[config.mk]
export PLATFORM = sky130hd
export DESIGN_NAME = i2c_master_transaction_sequencer
export DESIGN_NICKNAME = d
export VERILOG_FILES = /design/src/hdl/i2cmts_pkg.sv /design/src/hdl/i2cmts_core.sv /design/src/hdl/i2c_master_transaction_sequencer.sv
export SDC_FILE = /design/constraint.sdc
export NUM_CORES = 1
export LEC_CHECK = 0
export BUFFER_PORTS_ARGS = -buffer_cell sky130_fd_sc_hd__buf_2
export CAP_MARGIN = 20
export CELL_PAD_IN_SITES_DETAIL_PLACEMENT = 0
export CELL_PAD_IN_SITES_GLOBAL_PLACEMENT = 1
export CORE_MARGIN = 5
export CORE_UTILIZATION = 39
export DETAILED_ROUTE_END_ITERATION = 12
export GPL_ROUTABILITY_DRIVEN = 0
export PLACE_DENSITY = 0.83
export SLEW_MARGIN = 25
export SYNTH_ARGS = -nofsm -noshare
export SYNTH_HDL_FRONTEND = slang
export SYNTH_SLANG_ARGS = --single-unit
[constraint.sdc]
create_clock -name clk -period 2.8 [get_ports clk]
set_input_delay 0.14 -clock clk [delete_from_list [all_inputs] [get_ports clk]]
set_output_delay 0.14 -clock clk [all_outputs]
set_load 0.005 [all_outputs]
[src/hdl/i2cmts_pkg.sv]
package i2cmts_pkg;

  // Largest byte count kept for either part of a transaction
  localparam int MAX_COUNT_DEF = 255;

  // Bus engine status codes, compared on the upper five bits
  localparam logic [7:0] STATUS_MASK  = 8'hF8;
  localparam logic [7:0] ST_START     = 8'h08;
  localparam logic [7:0] ST_REP_START = 8'h10;
  localparam logic [7:0] ST_MT_SLA_ACK = 8'h18;
  localparam logic [7:0] ST_MR_SLA_ACK = 8'h40;

  typedef enum logic [1:0] {
    ACT_BEGIN = 2'd0,
    ACT_WBYTE = 2'd1,
    ACT_DONE  = 2'd2,
    ACT_RSVD  = 2'd3
  } action_t;

  typedef enum logic [2:0] {
    CMD_NONE      = 3'd0,
    CMD_START     = 3'd1,
    CMD_SEND      = 3'd2,
    CMD_RECV_ACK  = 3'd3,
    CMD_RECV_NACK = 3'd4,
    CMD_STOP      = 3'd5
  } cmd_t;

  typedef enum logic [2:0] {
    RES_OK          = 3'd0,
    RES_START_FAIL  = 3'd1,
    RES_WADDR_NACK  = 3'd2,
    RES_RSTART_FAIL = 3'd3,
    RES_RADDR_NACK  = 3'd4,
    RES_EMPTY       = 3'd5
  } res_code_t;

  typedef enum logic [2:0] {
    PH_IDLE    = 3'd0,
    PH_W_START = 3'd1,
    PH_W_ADDR  = 3'd2,
    PH_W_NEED  = 3'd3,
    PH_W_DATA  = 3'd4,
    PH_R_START = 3'd5,
    PH_R_ADDR  = 3'd6,
    PH_R_DATA  = 3'd7
  } phase_t;

  // One input item
  typedef struct packed {
    logic [7:0] rx_data;
    logic [7:0] status_code;
    logic [7:0] write_byte;
    logic       address_only;
    logic [7:0] read_count;
    logic [7:0] write_count;
    logic [6:0] target_address;
    logic [1:0] action;
  } item_t;

  // One result item
  typedef struct packed {
    logic [2:0] result_code;
    logic       done_res;
    logic       need_write_byte;
    logic       rx_valid;
    logic [7:0] rx_byte;
    logic [7:0] tx_byte;
    logic [2:0] bus_command;
  } res_t;

endpackage

[src/hdl/i2cmts_core.sv]
module i2cmts_core #(
  parameter int MAX_COUNT = i2cmts_pkg::MAX_COUNT_DEF
) (
  input  logic               clk,
  input  logic               rst_n,
  input  logic               fire,
  input  i2cmts_pkg::item_t  item,
  output i2cmts_pkg::res_t   res
);
  import i2cmts_pkg::*;

  phase_t     phase_r, phase_nxt;
  logic [6:0] addr_r, addr_nxt;
  logic [7:0] wleft_r, wleft_nxt;
  logic [7:0] rleft_r, rleft_nxt;
  logic       probe_r, probe_nxt;

  logic [7:0] status;
  logic [7:0] wcnt, rcnt;

  // Saturate the requested counts
  always_comb begin
    wcnt = item.write_count;
    rcnt = item.read_count;
    if (int'(item.write_count) > MAX_COUNT) wcnt = MAX_COUNT[7:0];
    if (int'(item.read_count) > MAX_COUNT) rcnt = MAX_COUNT[7:0];
  end

  assign status = item.status_code & STATUS_MASK;

  // Decide the bus command and next state for the current item
  always_comb begin
    phase_nxt = phase_r;
    addr_nxt  = addr_r;
    wleft_nxt = wleft_r;
    rleft_nxt = rleft_r;
    probe_nxt = probe_r;
    res       = '0;
    case (action_t'(item.action))
      ACT_BEGIN: begin
        if (phase_r == PH_IDLE) begin
          addr_nxt  = item.target_address;
          wleft_nxt = wcnt;
          rleft_nxt = rcnt;
          probe_nxt = item.address_only;
          if (wcnt == 8'd0 && rcnt == 8'd0) begin
            res.done_res    = 1'b1;
            res.result_code = RES_EMPTY;
          end else begin
            res.bus_command = CMD_START;
            phase_nxt = (wcnt != 8'd0) ? PH_W_START : PH_R_START;
          end
        end
      end
      ACT_WBYTE: begin
        if (phase_r == PH_W_NEED) begin
          res.bus_command = CMD_SEND;
          res.tx_byte     = item.write_byte;
          wleft_nxt       = wleft_r - 8'd1;
          phase_nxt       = PH_W_DATA;
        end
      end
      ACT_DONE: begin
        case (phase_r)
          PH_W_START: begin
            if (status != ST_START) begin
              res.done_res    = 1'b1;
              res.result_code = RES_START_FAIL;
              phase_nxt       = PH_IDLE;
            end else begin
              res.bus_command = CMD_SEND;
              res.tx_byte     = {addr_r, 1'b0};
              phase_nxt       = PH_W_ADDR;
            end
          end
          PH_W_ADDR: begin
            if (status != ST_MT_SLA_ACK) begin
              res.bus_command = CMD_STOP;
              res.done_res    = 1'b1;
              res.result_code = RES_WADDR_NACK;
              phase_nxt       = PH_IDLE;
            end else if (probe_r) begin
              wleft_nxt = 8'd0;
              if (rleft_r != 8'd0) begin
                res.bus_command = CMD_START;
                phase_nxt       = PH_R_START;
              end else begin
                res.bus_command = CMD_STOP;
                res.done_res    = 1'b1;
                phase_nxt       = PH_IDLE;
              end
            end else begin
              res.need_write_byte = 1'b1;
              phase_nxt           = PH_W_NEED;
            end
          end
          PH_W_DATA: begin
            if (wleft_r != 8'd0) begin
              res.need_write_byte = 1'b1;
              phase_nxt           = PH_W_NEED;
            end else if (rleft_r != 8'd0) begin
              res.bus_command = CMD_START;
              phase_nxt       = PH_R_START;
            end else begin
              res.bus_command = CMD_STOP;
              res.done_res    = 1'b1;
              phase_nxt       = PH_IDLE;
            end
          end
          PH_R_START: begin
            if (status != ST_REP_START && status != ST_START) begin
              res.bus_command = CMD_STOP;
              res.done_res    = 1'b1;
              res.result_code = RES_RSTART_FAIL;
              phase_nxt       = PH_IDLE;
            end else begin
              res.bus_command = CMD_SEND;
              res.tx_byte     = {addr_r, 1'b1};
              phase_nxt       = PH_R_ADDR;
            end
          end
          PH_R_ADDR: begin
            if (status != ST_MR_SLA_ACK) begin
              res.bus_command = CMD_STOP;
              res.done_res    = 1'b1;
              res.result_code = RES_RADDR_NACK;
              phase_nxt       = PH_IDLE;
            end else begin
              res.bus_command = (rleft_r > 8'd1) ? CMD_RECV_ACK : CMD_RECV_NACK;
              rleft_nxt       = rleft_r - 8'd1;
              phase_nxt       = PH_R_DATA;
            end
          end
          PH_R_DATA: begin
            res.rx_byte  = item.rx_data;
            res.rx_valid = 1'b1;
            if (rleft_r != 8'd0) begin
              res.bus_command = (rleft_r > 8'd1) ? CMD_RECV_ACK : CMD_RECV_NACK;
              rleft_nxt       = rleft_r - 8'd1;
            end else begin
              res.bus_command = CMD_STOP;
              res.done_res    = 1'b1;
              phase_nxt       = PH_IDLE;
            end
          end
          default: ;
        endcase
      end
      default: ;
    endcase
  end

  // Advance the transaction state when an item is consumed
  always_ff @(posedge clk) begin
    if (!rst_n) begin
      phase_r <= PH_IDLE;
      addr_r  <= '0;
      wleft_r <= '0;
      rleft_r <= '0;
      probe_r <= 1'b0;
    end else if (fire) begin
      phase_r <= phase_nxt;
      addr_r  <= addr_nxt;
      wleft_r <= wleft_nxt;
      rleft_r <= rleft_nxt;
      probe_r <= probe_nxt;
    end
  end

endmodule

[src/hdl/i2c_master_transaction_sequencer.sv]
// I2C master transaction sequencer. Each transfer on the input stream (begin request,
// next write byte, or bus-step completion from the byte engine) yields exactly one
// result transfer carrying the next bus command, any received byte, a request for
// the next write byte, and on completion a done flag with result code. An item is
// held in an input register, decided by one pass of next-state logic against the
// transaction state, and lands in an output register: one item per clock cycle is
// sustained while out_tready does not stall the output, and the input keeps
// accepting while a result waits as long as the output register frees in that cycle.
module i2c_master_transaction_sequencer #(
  parameter int MAX_COUNT = i2cmts_pkg::MAX_COUNT_DEF
) (
  input  logic        clk,
  input  logic        rst_n,
  input  logic        in_tvalid,
  output logic        in_tready,
  // target_address[6:0], write_count[14:7], read_count[22:15], address_only[23],
  // write_byte[31:24], status_code[39:32], rx_data[47:40]
  input  logic [47:0] in_tdata,
  // action[1:0]
  input  logic [1:0]  in_tuser,
  output logic        out_tvalid,
  input  logic        out_tready,
  // tx_byte[7:0], rx_byte[15:8], rx_valid[16], need_write_byte[17], done_res[18],
  // result_code[21:19], zero fill[23:22]
  output logic [23:0] out_tdata,
  // bus_command[2:0]
  output logic [2:0]  out_tuser
);
  import i2cmts_pkg::*;

  logic  in_valid_r;
  item_t item_r;
  logic  out_valid_r;
  res_t  res_r;
  res_t  res;
  logic  fire;

  // Move the held item to the output when the output register is free
  assign fire      = in_valid_r && (!out_valid_r || out_tready);
  assign in_tready = rst_n && (!in_valid_r || fire);

  // Hold the accepted input transfer
  always_ff @(posedge clk) begin
    if (!rst_n) begin
      in_valid_r <= 1'b0;
    end else if (in_tready) begin
      in_valid_r <= in_tvalid;
    end
  end

  always_ff @(posedge clk) begin
    if (in_tready && in_tvalid) begin
      item_r <= {in_tdata, in_tuser};
    end
  end

  i2cmts_core #(
    .MAX_COUNT (MAX_COUNT)
  ) u_core (
    .clk   (clk),
    .rst_n (rst_n),
    .fire  (fire),
    .item  (item_r),
    .res   (res)
  );

  // Register the result transfer
  always_ff @(posedge clk) begin
    if (!rst_n) begin
      out_valid_r <= 1'b0;
    end else if (fire) begin
      out_valid_r <= 1'b1;
    end else if (out_tready) begin
      out_valid_r <= 1'b0;
    end
  end

  always_ff @(posedge clk) begin
    if (fire) begin
      res_r <= res;
    end
  end

  assign out_tvalid = out_valid_r;
  assign out_tuser  = res_r.bus_command;
  assign out_tdata  = {2'b00, res_r.result_code, res_r.done_res, res_r.need_write_byte,
                       res_r.rx_valid, res_r.rx_byte, res_r.tx_byte};

endmodule
==> results.json <==
{
  "outcome": "completed",
  "rsz0062_at_grt": "false",
  "placed_area_um2": 5250,
  "fmax_ghz": 0.417,
  "tightest_slew_ns": 0.862,
  "hold_depth": 3,
  "synth_edf_count": 72,
  "area_delta_synth_final_pct": 28.0,
  "drv_cap": 0,
  "p_int_w": 0.00243,
  "p_clk_frac": 0.375,
  "htree_levels": 3,
  "synth_area_um2": 4700,
  "min-delay-path-class": "in2reg",
  "finalSetupViolCount": 0,
  "slew_headroom": 0.420,
  "rr_worst_depth": 6,
  "fin_skew_ns": 0.00836,
  "drive_gt1_frac": 0.213,
  "register_area_um2": 2740,
  "hold_violations": 0,
  "ys_ff_latch": 101,
  "critPathKind": "reg2reg",
  "netlist_instances": 408,
  "drt_iter0_drc": 189,
  "route.detailed.drc": 0,
  "ir_worst_vdd_mv": 0.320,
  "drt_wl_total_um": 10800,
  "numPortBuffers": 77,
  "place_hpwl_um": 7520,
  "synth_ff_type": "edfxtp_1",
  "grt_pass1_wl_um": 17700,
  "swShare": 0.244,
  "yosys.cell_types.count": 67,
  "final_antenna_net_count": 0,
  "nNetsFinal": 598,
  "dr.pass1.iters": 7,
  "cellLeakagePower_nw": 2.35,
  "core_um2": 11900,
  "worstSkewPairLatency_ns": 0.35,
  "clock-sinks": 101,
  "grtUsageTotal": 0.154,
  "clk_pin_slew_ns": 0.07,
  "synth_area_per_cell_um2": 11.5,
  "clock_path_buffers": 2,
  "multi_input_area_um2": 1790,
  "root_buffer": "clkbuf_16",
  "design_area_um2": 6010,
  "grt_max_degree": 43,
  "die_area_um2": 14300,
  "setup_tns_ns": 0,
  "num_vias": 3616,
  "cp.arrival_ns": 2.62,
  "grt_antenna_before_repair": 0,
  "yosys_warnings": 0,
  "die_h_um": 120,
  "powerDensity_nw_per_um2": 535,
  "ys_seq_area_frac": 0.584,
  "wl_per_cell_um": 15.8,
  "post_cts_buffers": 0,
  "placedCellCount": 624,
  "design.portCount": 83,
  "grt_pass1_vias": 3627,
  "drv_slew": 0,
  "numCtsBuffers": 9,
  "via_per_inst": 5.26,
  "diodes": 0,
  "fin_crit_ns": 2.40,
  "num-fill-cells": 1059,
  "cp-end-kind": "register",
  "die_width_um": 120,
  "layout.cells.non_filler": 687,
  "switchingPower_w": 0.000787,
  "cts_tree": "done",
  "combPwrFrac": 0.098,
  "critical_path.max_fanout": 11,
  "required_ns": 3.02,
  "fin_util": 0.505,
  "period_share": 0.857,
  "grt_overflow": 0,
  "rows": 40,
  "start_kind": "register",
  "initial_core_util": 0.394,
  "ys_async_sr_fraction": 0,
  "seqPwrFrac": 0.527
}
[cells in the final DEF, fill, tap and decap left out, types with 10 or more instances in the layout]
| master | count |
|---|---|
| nand3_1 | 10 |
| dfxtp_1 | 29 |
| inv_1 | 18 |
| nor2_1 | 39 |
| a211oi_1 | 11 |
| dlygate4sd3_1 | 47 |
| edfxtp_1 | 72 |
| buf_4 | 11 |
| and2_1 | 12 |
| mux2i_1 | 11 |
| a21oi_1 | 24 |
| nand2_1 | 29 |
| buf_2 | 77 |
[Yosys cell counts, types with 3 or more instances]
cell type	n	area [um^2]
edfxtp_1	72	2160
nor2_1	39	146
dfxtp_1	29	581
nand2_1	29	109
a21oi_1	24	120
inv_1	18	67.6
and2_1	13	81.3
a211oi_1	11	82.6
clkbuf_1	11	41.3
mux2i_1	11	110
nand3_1	10	50.1
ha_1	9	113
nand2b_1	9	56.3
nor4_1	8	50.1
a22oi_1	7	52.6
nor2b_1	6	37.5
o21ai_0	6	30.0
o32ai_1	6	52.6
a31oi_1	5	31.3
nor3_1	5	25.0
buf_2	4	20.0
o21a_1	4	30.0
or3_1	4	25.0
a41oi_1	3	26.3
nand4_1	3	18.8
o211a_1	3	30.0
o22ai_1	3	18.8
o31ai_1	3	22.5
[worst max-delay path: stages (launching register included)]
cell,delay (ns)
edfxtp_1,0.45
inv_1,0.11
ha_1,0.24
nor4b_2,0.42
nand4b_1,0.27
a21boi_1,0.31
a2111oi_0,0.48
[logic make-up after synthesis]
| kind of cell | after synthesis | share of synthesized area |
|---|---|---|
| and+or+nand+nor | 150 | 0.178 |
| AOI/OAI and AO/OA | 97 | 0.152 |
| adders and majority gates | 9 | 0.0240 |
| xor gates and xnor gates | 1 | 0.00187 |
| muxes | 11 | 0.0234 |
| buffers and inverters | 38 | 0.0362 |
| other | 1 | 0.000798 |
| DFF | 101 | 0.584 |
[timing repair]
action,in CTS,in global routing
gates resized for setup,0,0
hold buffers,47,0
hold endpoints to repair,47,0
endpoints found under the setup margin,0,0
[layout make-up]
class	count	area share
sequential	101	0.456
multi-input combinational	270	0.298
timing repair buffer	135	0.156
clock buffer	9	0.0375
tap	147	0.0306
inverter	18	0.0112
clock inverter	7	0.0110
[power by group through the flow]
stage	logic [W]	clock network [W]	registers, W
2_1_floorplan	0.000167	0	0.00172
3_3_place_gp	0.000259	0	0.00173
3_5_place_dp	0.000266	0	0.00173
4_1_cts	0.000318	0.00123	0.00170
5_1_grt	0.000350	0.00129	0.00170
6_report	0.000316	0.00121	0.00170
[flip-flops by register name, summed over array words and instances, names as in the netlist]
register and cells:
item_r 47, out_tdata 22, u_core.rleft_r 8, u_core.wleft_r 8
u_core.addr_r 7, out_tuser 3, u_core.phase_r 3, in_valid_r 1
out_tvalid 1, u_core.probe_r 1
[final timing paths]
kind | from | endpoint | slack (ns)
max reg2reg | item_r[0] | u_core.rleft_r[0] | 0.40
min | in_tvalid | in_valid_r | 0.03
max | item_r[0] | u_core.rleft_r[0] | 0.40
min reg2reg | item_r[3] | u_core.addr_r[1] | 0.49
[layer usage]
| metal | up-vias | global-route usage | routed length, um |
|---|---|---|---|
| li1 | 1793 | - | - |
| met3 | 10 | 0.0297 | 538 |
| met1 | 1720 | 0.194 | 4680 |
| met4 | 0 | 0.0515 | 147 |
| met2 | 93 | 0.268 | 5460 |
| met5 | - | 0 | 0 |
[metrics by stage]
| stage | hold WS, ns | power, W | setup WS (ns) |
|---|---|---|---|
| CTS | 0.0251 | 0.00324 | 0.387 |
| floorplan | 0.239 | 0.00189 | 0.538 |
| global route | 0.0469 | 0.00334 | 0.0754 |
| detailed placement | 0.318 | 0.00200 | 0.388 |
| finish | 0.0329 | 0.00322 | 0.400 |
| global placement | 0.317 | 0.00199 | 0.524 |
Note: power is estimated with default switching activity, not from simulation.
